File: src/sv/gnm_pkg.sv
// ----------------------------------------------------------------------------
// gnm_pkg
// Types, codes and default sizes shared by the nearest-reference matcher.
// ----------------------------------------------------------------------------
package gnm_pkg;

  localparam int DefMaxReferences = 16;
  localparam int DefCoordBits     = 8;

  localparam int KindBits   = 2;
  localparam int FaceBits   = 3;
  localparam int PortCoordW = 8;
  localparam int DistBits   = 10;
  localparam int IndexBits  = 4;
  localparam int SumBits    = 14;
  localparam int StatusBits = 2;

  localparam int DistMax = 1023;
  localparam int SumMax  = 16383;

  localparam logic [KindBits-1:0] KIND_CLEAR  = 2'd0;
  localparam logic [KindBits-1:0] KIND_APPEND = 2'd1;
  localparam logic [KindBits-1:0] KIND_ROUND  = 2'd2;
  localparam logic [KindBits-1:0] KIND_SCORE  = 2'd3;

  localparam logic [StatusBits-1:0] STATUS_OK      = 2'd0;
  localparam logic [StatusBits-1:0] STATUS_NO_FREE = 2'd1;
  localparam logic [StatusBits-1:0] STATUS_FULL    = 2'd2;

  typedef enum logic [1:0] {
    ST_IDLE,
    ST_SCAN,
    ST_FINISH
  } state_t;

endpackage

File: src/sv/gnm_in_if.sv
// ----------------------------------------------------------------------------
// gnm_in_if
// Command channel of the matcher: valid/ready with one command item.
// ----------------------------------------------------------------------------
interface gnm_in_if;

  logic                               valid;
  logic                               ready;
  logic [gnm_pkg::KindBits-1:0]       kind;
  logic [gnm_pkg::FaceBits-1:0]       face;
  logic [gnm_pkg::PortCoordW-1:0]     row;
  logic [gnm_pkg::PortCoordW-1:0]     col;

  modport source (output valid, kind, face, row, col, input ready);
  modport sink   (input valid, kind, face, row, col, output ready);

endinterface

File: src/sv/gnm_out_if.sv
// ----------------------------------------------------------------------------
// gnm_out_if
// Result channel of the matcher: valid/ready with one result item.
// ----------------------------------------------------------------------------
interface gnm_out_if;

  logic                               valid;
  logic                               ready;
  logic [gnm_pkg::DistBits-1:0]       distance;
  logic [gnm_pkg::IndexBits-1:0]      match_index;
  logic [gnm_pkg::SumBits-1:0]        round_total;
  logic [gnm_pkg::StatusBits-1:0]     status;

  modport source (output valid, distance, match_index, round_total, status, input ready);
  modport sink   (input valid, distance, match_index, round_total, status, output ready);

endinterface

File: src/sv/gnm_dist.sv
// ----------------------------------------------------------------------------
// gnm_dist
// L1 distance between a stored reference triple and the candidate triple.
// ----------------------------------------------------------------------------
module gnm_dist #(
  parameter int COORD_BITS = gnm_pkg::DefCoordBits,
  parameter int DW         = 11
) (
  input  logic [gnm_pkg::FaceBits-1:0] ref_face,
  input  logic [COORD_BITS-1:0]        ref_row,
  input  logic [COORD_BITS-1:0]        ref_col,
  input  logic [gnm_pkg::FaceBits-1:0] cand_face,
  input  logic [COORD_BITS-1:0]        cand_row,
  input  logic [COORD_BITS-1:0]        cand_col,
  output logic [DW-1:0]                l1_dist
);
  import gnm_pkg::*;

  logic [FaceBits-1:0]   d_face;
  logic [COORD_BITS-1:0] d_row;
  logic [COORD_BITS-1:0] d_col;

  assign d_face = (ref_face > cand_face) ? ref_face - cand_face : cand_face - ref_face;
  assign d_row  = (ref_row > cand_row) ? ref_row - cand_row : cand_row - ref_row;
  assign d_col  = (ref_col > cand_col) ? ref_col - cand_col : cand_col - ref_col;

  assign l1_dist = DW'(d_face) + DW'(d_row) + DW'(d_col);

endmodule

File: src/sv/greedy_nearest_l1_matcher.sv
// ----------------------------------------------------------------------------
// greedy_nearest_l1_matcher
// Greedy nearest-reference matcher with L1 distance over a reference table.
// ----------------------------------------------------------------------------
// Usage:
//   cand carries command items (kind, face, row, col): clear table, append
//   reference, start new round, score candidate. res returns exactly one
//   result item per command (distance, match_index, round_total, status).
//   Commands are taken one at a time; cand.ready is high only while idle,
//   and it is high even when an earlier result still sits in the output
//   register.
//   Clear, append and new round go from accept through the finish state into
//   the output register. A score walks the reference memory one entry per
//   cycle through its single read port, then finishes the same way.
//   Once the result is loaded the block is idle and can take the next command.
//   Reset empties the table, the used bits and the running sum; the
//   reference memory itself is not cleared, entries past the count are
//   never compared. If res stalls, the finished result waits in the command's
//   last step until the output register frees up.
// ----------------------------------------------------------------------------
module greedy_nearest_l1_matcher #(
  parameter int MAX_REFERENCES = gnm_pkg::DefMaxReferences,
  parameter int COORD_BITS     = gnm_pkg::DefCoordBits
) (
  input  logic     clk,
  input  logic     rst,
  gnm_in_if.sink   cand,
  gnm_out_if.source res
);
  import gnm_pkg::*;

  localparam int IW  = (MAX_REFERENCES > 1) ? $clog2(MAX_REFERENCES) : 1;
  localparam int CNW = $clog2(MAX_REFERENCES + 1);
  localparam int CW  = COORD_BITS;
  localparam int KW  = (COORD_BITS < PortCoordW) ? COORD_BITS : PortCoordW;
  localparam int EW  = FaceBits + 2 * CW;
  localparam int DW  = (CW + 2 > DistBits + 1) ? CW + 2 : DistBits + 1;

  state_t state, state_next;

  // accepted command
  logic [KindBits-1:0] cmd_kind;
  logic [FaceBits-1:0] cmd_face;
  logic [CW-1:0]       cmd_row;
  logic [CW-1:0]       cmd_col;

  // table state
  logic [EW-1:0]             ref_mem [MAX_REFERENCES];
  logic [EW-1:0]             ref_rdata;
  logic [CNW-1:0]            ref_count;
  logic [MAX_REFERENCES-1:0] used;
  logic [SumBits-1:0]        dist_sum;

  // scan
  logic [CNW-1:0] rd_idx;
  logic           rd_issue;
  logic           cmp_valid;
  logic [IW-1:0]  cmp_idx;
  logic [DW-1:0]  cmp_dist;
  logic           found;
  logic [DW-1:0]  best;
  logic [IW-1:0]  best_idx;

  // output register
  logic                  out_valid;
  logic [DistBits-1:0]   out_distance;
  logic [IndexBits-1:0]  out_index;
  logic [SumBits-1:0]    out_total;
  logic [StatusBits-1:0] out_status;
  logic [DistBits-1:0]   out_distance_next;
  logic [IndexBits-1:0]  out_index_next;
  logic [SumBits-1:0]    out_total_next;
  logic [StatusBits-1:0] out_status_next;

  logic                take;
  logic                fin_go;
  logic                table_full;
  logic [DistBits-1:0] best_sat;
  logic [SumBits:0]    sum_add;
  logic [SumBits-1:0]  sum_sat;

  assign take       = cand.valid && cand.ready;
  assign table_full = (ref_count >= CNW'(MAX_REFERENCES));
  assign best_sat   = (best > DW'(DistMax)) ? DistBits'(DistMax) : best[DistBits-1:0];
  assign sum_add    = {1'b0, dist_sum} + (SumBits + 1)'(best_sat);
  assign sum_sat    = (sum_add > (SumBits + 1)'(SumMax)) ? SumBits'(SumMax)
                                                         : sum_add[SumBits-1:0];

  always_comb begin
    state_next = state;
    cand.ready = 1'b0;
    rd_issue   = 1'b0;
    fin_go     = 1'b0;
    case (state)
      ST_IDLE: begin
        cand.ready = 1'b1;
        if (cand.valid) begin
          state_next = (cand.kind == KIND_SCORE) ? ST_SCAN : ST_FINISH;
        end
      end
      ST_SCAN: begin
        if (rd_idx == ref_count) begin
          state_next = ST_FINISH;
        end else begin
          rd_issue = 1'b1;
        end
      end
      ST_FINISH: begin
        // wait for the last compare and for room in the output register
        if (!cmp_valid && (!out_valid || res.ready)) begin
          fin_go     = 1'b1;
          state_next = ST_IDLE;
        end
      end
      default: state_next = ST_IDLE;
    endcase
  end

  always_ff @(posedge clk) begin
    if (rst) begin
      state <= ST_IDLE;
    end else begin
      state <= state_next;
    end
  end

  // command capture
  always_ff @(posedge clk) begin
    if (take) begin
      cmd_kind <= cand.kind;
      cmd_face <= cand.face;
      cmd_row  <= CW'(cand.row[KW-1:0]);
      cmd_col  <= CW'(cand.col[KW-1:0]);
    end
  end

  // reference memory: one write port, one registered read port
  always_ff @(posedge clk) begin
    if (fin_go && cmd_kind == KIND_APPEND && !table_full) begin
      ref_mem[ref_count[IW-1:0]] <= {cmd_face, cmd_row, cmd_col};
    end
    ref_rdata <= ref_mem[rd_idx[IW-1:0]];
  end

  gnm_dist #(
    .COORD_BITS (CW),
    .DW         (DW)
  ) u_dist (
    .ref_face  (ref_rdata[EW-1 -: FaceBits]),
    .ref_row   (ref_rdata[2*CW-1 -: CW]),
    .ref_col   (ref_rdata[CW-1:0]),
    .cand_face (cmd_face),
    .cand_row  (cmd_row),
    .cand_col  (cmd_col),
    .l1_dist   (cmp_dist)
  );

  // scan: the read address leads the compare; the read data and its index are registered
  always_ff @(posedge clk) begin
    if (rst) begin
      rd_idx    <= '0;
      cmp_valid <= 1'b0;
      found     <= 1'b0;
    end else begin
      cmp_valid <= rd_issue;
      if (take) begin
        rd_idx <= '0;
      end else if (rd_issue) begin
        rd_idx <= rd_idx + CNW'(1);
      end
      // strict less-than keeps the lowest index on a tie
      if (take) begin
        found <= 1'b0;
      end else if (cmp_valid && !used[cmp_idx] && (!found || cmp_dist < best)) begin
        found <= 1'b1;
      end
    end
  end

  always_ff @(posedge clk) begin
    cmp_idx <= rd_idx[IW-1:0];
    if (cmp_valid && !used[cmp_idx] && (!found || cmp_dist < best)) begin
      best     <= cmp_dist;
      best_idx <= cmp_idx;
    end
  end

  // table bookkeeping and result
  always_ff @(posedge clk) begin
    if (rst) begin
      ref_count <= '0;
      used      <= '0;
      dist_sum  <= '0;
      out_valid <= 1'b0;
    end else begin
      if (fin_go) begin
        out_valid <= 1'b1;
      end else if (res.ready) begin
        out_valid <= 1'b0;
      end
      if (fin_go) begin
        case (cmd_kind)
          KIND_CLEAR: begin
            ref_count <= '0;
            used      <= '0;
            dist_sum  <= '0;
          end
          KIND_APPEND: begin
            if (!table_full) begin
              used[ref_count[IW-1:0]] <= 1'b0;
              ref_count               <= ref_count + CNW'(1);
            end
          end
          KIND_ROUND: begin
            used     <= '0;
            dist_sum <= '0;
          end
          KIND_SCORE: begin
            if (found) begin
              used[best_idx] <= 1'b1;
              dist_sum       <= sum_sat;
            end
          end
          default: ;
        endcase
      end
    end
  end

  always_comb begin
    out_distance_next = '0;
    out_index_next    = '0;
    out_status_next   = STATUS_OK;
    out_total_next    = dist_sum;
    case (cmd_kind)
      KIND_CLEAR, KIND_ROUND: begin
        out_total_next = '0;
      end
      KIND_APPEND: begin
        if (table_full) begin
          out_status_next = STATUS_FULL;
        end
      end
      KIND_SCORE: begin
        if (found) begin
          out_distance_next = best_sat;
          out_index_next    = IndexBits'(best_idx);
          out_total_next    = sum_sat;
        end else begin
          out_status_next = STATUS_NO_FREE;
        end
      end
      default: ;
    endcase
  end

  always_ff @(posedge clk) begin
    if (fin_go) begin
      out_distance <= out_distance_next;
      out_index    <= out_index_next;
      out_status   <= out_status_next;
      out_total    <= out_total_next;
    end
  end

  assign res.valid       = out_valid;
  assign res.distance    = out_distance;
  assign res.match_index = out_index;
  assign res.round_total = out_total;
  assign res.status      = out_status;

endmodule

File: src/flat_wrapper.sv
// flat-port wrapper written by rule: the top's interface ports become plain ports
module greedy_nearest_l1_matcher_flat import gnm_pkg::*;
#(
  parameter int MAX_REFERENCES = gnm_pkg::DefMaxReferences,
  parameter int COORD_BITS     = gnm_pkg::DefCoordBits
)
  (clk, rst, cand_valid, cand_kind, cand_face, cand_row, cand_col, cand_ready, res_valid, res_distance, res_match_index, res_round_total, res_status, res_ready);
  gnm_in_if cand_i ();
  gnm_out_if res_i ();
  input  logic clk;
  input  logic rst;
  input wire logic [$bits(cand_i.valid)-1:0] cand_valid;
  input wire logic [$bits(cand_i.kind)-1:0] cand_kind;
  input wire logic [$bits(cand_i.face)-1:0] cand_face;
  input wire logic [$bits(cand_i.row)-1:0] cand_row;
  input wire logic [$bits(cand_i.col)-1:0] cand_col;
  output wire logic [$bits(cand_i.ready)-1:0] cand_ready;
  output wire logic [$bits(res_i.valid)-1:0] res_valid;
  output wire logic [$bits(res_i.distance)-1:0] res_distance;
  output wire logic [$bits(res_i.match_index)-1:0] res_match_index;
  output wire logic [$bits(res_i.round_total)-1:0] res_round_total;
  output wire logic [$bits(res_i.status)-1:0] res_status;
  input wire logic [$bits(res_i.ready)-1:0] res_ready;
  assign cand_i.valid = cand_valid;
  assign cand_i.kind = cand_kind;
  assign cand_i.face = cand_face;
  assign cand_i.row = cand_row;
  assign cand_i.col = cand_col;
  assign cand_ready = cand_i.ready;
  assign res_valid = res_i.valid;
  assign res_distance = res_i.distance;
  assign res_match_index = res_i.match_index;
  assign res_round_total = res_i.round_total;
  assign res_status = res_i.status;
  assign res_i.ready = res_ready;
  greedy_nearest_l1_matcher #(.MAX_REFERENCES(MAX_REFERENCES), .COORD_BITS(COORD_BITS)) u_core (.clk(clk), .rst(rst), .cand(cand_i), .res(res_i));
endmodule
File: config.mk
export PLATFORM = sky130hd
export DESIGN_NAME = greedy_nearest_l1_matcher_flat
export DESIGN_NICKNAME = d
export VERILOG_FILES = /design/src/sv/gnm_pkg.sv /design/src/sv/gnm_in_if.sv /design/src/sv/gnm_out_if.sv /design/src/sv/gnm_dist.sv /design/src/sv/greedy_nearest_l1_matcher.sv /design/src/flat_wrapper.sv
export SDC_FILE = /design/constraint.sdc
export NUM_CORES = 1
export LEC_CHECK = 0
export BUFFER_PORTS_ARGS = -buffer_cell sky130_fd_sc_hd__buf_4
export CORE_ASPECT_RATIO = 0.9
export CORE_MARGIN = 4
export CORE_UTILIZATION = 49
export CTS_CLUSTER_SIZE = 12
export DETAILED_ROUTE_END_ITERATION = 10
export GPL_TIMING_DRIVEN = 0
export PLACE_DENSITY_LB_ADDON = 0.12
export SLEW_MARGIN = 20
export SYNTH_ARGS = -nofsm -noshare
export SYNTH_HDL_FRONTEND = slang
export SYNTH_HIERARCHICAL = 1
export SYNTH_SLANG_ARGS = --single-unit
File: constraint.sdc
create_clock -name clk -period 5.89 [get_ports clk]
set_input_delay 0.589 -clock clk [delete_from_list [all_inputs] [get_ports clk]]
set_output_delay 0.589 -clock clk [all_outputs]
set_load 0.005 [all_outputs]
==> out/metrics.csv <==
metric,value,unit
status,finished clean,
drt_iter0_drc,831,
cts_buffers,46,
clock_path_buffers,3,
holdCritPathClass,input pin to register,
power_density,312,nW/um2
die_w,217,um
port_buffers,56,
fillers,3072,
p_leak,0.00798,uW
routed_wl,45.3,mm
n_antenna_cell,0,
insertion_delay,0.58,ns
cp-end-kind,register,
clkSlewWorstSetupHoldPaths,0.06,ns
syn_nets,1333,
setup_ws,0.414,ns
grt_pass1_vias,11000,
gp_congestion,0.897,
cp_common_cell,a21oi_1,
max_freq,183,MHz
final_util,0.583,
dp_slack,-0.275,ns
synthAdderAreaFrac,0.0587,
fin_nets,1506,
cts_max_level,2,
relSlewSlack,0.335,
muxShareOfSynthArea,0.126,
required,6.15,ns
arrival,5.74,ns
antenna_found_initial,0,
initial_core_util,0.500,
final_cells,1955,
io_pins,57,
syn-cell-area,19300,um2
grt_overflow,0,
clkSinkCount,438,
antenna_left,0,
fin_hold_ws,0.191,ns
row_count,68,
synth_edf_count,370,
finalCritPeriodShare,0.930,
wl_met2,22.3,mm
r2r_cells,22,
drv_slew,0,
worstMarginPinSlew,0.998,ns
route.met3.wl,2.77,mm
met1_length,19.6,mm
critPathSlowestCell,edfxtp_1,
syn_inst,1224,
dpl.hpwl,29.0,mm
worst_ir_drop_vdd,0.000250,V
maxCapViolCount,0,
hold_viol,0,
finalCriticalPeriod,5.48,ns
synth_compound_area_frac,0.0700,
core,38600,um2
cp_max_fo,10,
grt_first_pass_wirelength,67.2,mm
async_reset_ff_frac,0,
startpoint_type,register,
synth_seq_area_share,0.646,
firstDrtPassIters,5,
crit_path_max_incr_delay,0.54,ns
grtUsageTotal,0.210,
crit_chain,inv_1 > ha_1 > buf_2 > nand3_1 > a21oi_1 > o22a_1 > buf_6 > mux2i_1 > xor2_2 > fa_1 > inv_1 > fa_1 > a21o_1 > a21oi_1 > nor2b_1 > o31a_1 > o21a_1 > ha_1 > a21oi_1 > nor2b_1 > o21ai_2 > o311a_4,
yosysWarnings,6,
synth_top_family_by_area,multiplexers,
ys.flop_type,edfxtp_1,
avgSynthCellArea,15.8,um2
grt_max_degree,40,
rsz0062_at_grt,false,
cts_tree,done,
vias,11100,
setup-violations-final,0,
hold_depth,1,
critical_path_class,register to register,
area_growth_syn_to_layout,16.6,%
die-area,42600,um2
synthSimpleGateAreaFrac,0.0544,
synth-seq-cells,438,
wl_per_cell,23.2,um
vias_per_cell,5.68,
drc_errors,0,
root_buffer,clkbuf_16,
drive_above_1_share,0.249,
synth_xor_area_frac,0.0154,
top_layer_used,met4,
synth_cell_types,68,
placed_cells,1810,
clock-skew-final,0.0212,ns
fp.dieH,196,um
## stage by stage
step | TNS [ns] | instance area (um2) | total power, uW
floorplan | 0 | 19300 | 4060
global placement | -2.78 | 20400 | 4250
detailed placement | -4.12 | 20500 | 4270
CTS | 0 | 22000 | 7030
global route | 0 | 22500 | 7310
finish | 0 | 22500 | 7020
## placed cells by master (no fill, tap or decap), types with 17 or more instances in the layout
master     synthesis  final
mux2i_1           20     20
ha_1              73     73
edfxtp_1         370    370
nand2_1           68     68
xor2_1            19     18
a21o_1            17     17
inv_1             69     69
clkbuf_16          0     47
clkbuf_1          25     44
buf_4              2    118
dfxtp_1           68     68
o21ai_0           48     47
mux4_2            99     99
nor2_1            41     40
buf_2             19     19
a21oi_1           76     76
## cell families after synthesis
logic type,Yosys count
adder cells (fa/ha/maj),84
XOR/XNOR,34
flip-flops,438
other,1
AND/OR/NAND/NOR,204
multiplexers,119
buffers and inverters,129
AO/OA/AOI/OAI,215
## metal layers
metal,vias up,track usage
met5,-,0
met3,45,0.0393
met4,0,0.0492
met1,5651,0.292
li1,5088,-
met2,330,0.349
## power breakdown
part	switching, uW	internal, uW
registers	29.2	3430
logic	453	350
clock network	1150	1600
## registers in the layout, summed over array words and instances, names as in the netlist, 3 cells and up
signal / count
u_core/ref_count: 5
u_core/ref_rdata: 19
u_core/used: 16
u_core/best: 11
u_core/cmd_col: 8
u_core/best_idx: 4
u_core/res.round_total: 14
u_core/cmd_row: 8
u_core/cmd_face: 3
u_core/ref_mem: 304
u_core/cmp_idx: 4
u_core/res.distance: 10
u_core/res.match_index: 4
u_core/dist_sum: 14
u_core/rd_idx: 5
## worst max-delay path: cells and delay by family, from the launching register on
kind                     cells  cell delay, ns
AO/OA/AOI/OAI                9            1.80
adder cells (fa/ha/maj)      4            1.55
flip-flops                   1            0.54
buffers and inverters        4            0.50
AND/OR/NAND/NOR              3            0.30
multiplexers                 1            0.28
XOR/XNOR                     1            0.17
## area by class of cell
type	count	area (um2)	area share
Buffer	57	300	0.0133
Clock buffer	69	1290	0.0573
Clock inverter	12	135	0.00600
Inverter	72	270	0.0120
Multi-Input combinational cell	658	6340	0.282
Sequential cell	438	12500	0.554
Tap cell	525	657	0.0292
Timing Repair Buffer	124	1050	0.0465
## timing repair
action / 4_1_cts / 5_1_grt
cloned: 0 / 1
pin swaps: 0 / 1
setup endpoints to repair: 15 / 15
hold buffers: 0 / 0
setup buffers: 1 / 62
gates resized for setup: 1 / 5
## cell usage after synthesis (all sizes together) (8+ instances only)
cell type | n | area (um2)
and3 | 16 | 100
a21oi | 76 | 380
a211oi | 15 | 123
a21o | 20 | 154
xor2 | 19 | 166
xnor2 | 15 | 131
nor3 | 13 | 95.1
nor2 | 42 | 165
inv | 70 | 263
nor2b | 8 | 57.6
nand4 | 9 | 56.3
a311oi | 8 | 82.6
fa | 11 | 220
ha | 73 | 913
clkbuf | 26 | 98.8
buf | 31 | 200
nand2 | 69 | 267
mux4 | 99 | 2230
dfxtp | 68 | 1360
a31oi | 16 | 100
o21ai | 49 | 245
and2 | 13 | 81.3
nand3 | 9 | 45.0
mux2i | 20 | 200
edfxtp | 370 | 11100
## worst paths after layout
path                                   startpoint           endpoint  slack, ns
worst max register to register  u_core/cmd_col[2]     u_core/best[2]       0.41
worst max-delay path            u_core/cmd_col[2]     u_core/best[2]       0.41
worst min register to register   u_core/rd_idx[2]  u_core/cmp_idx[2]       0.35
worst min-delay path                  cand_col[2]  u_core/cmd_col[2]       0.19
(Power assumes the default switching activity.)
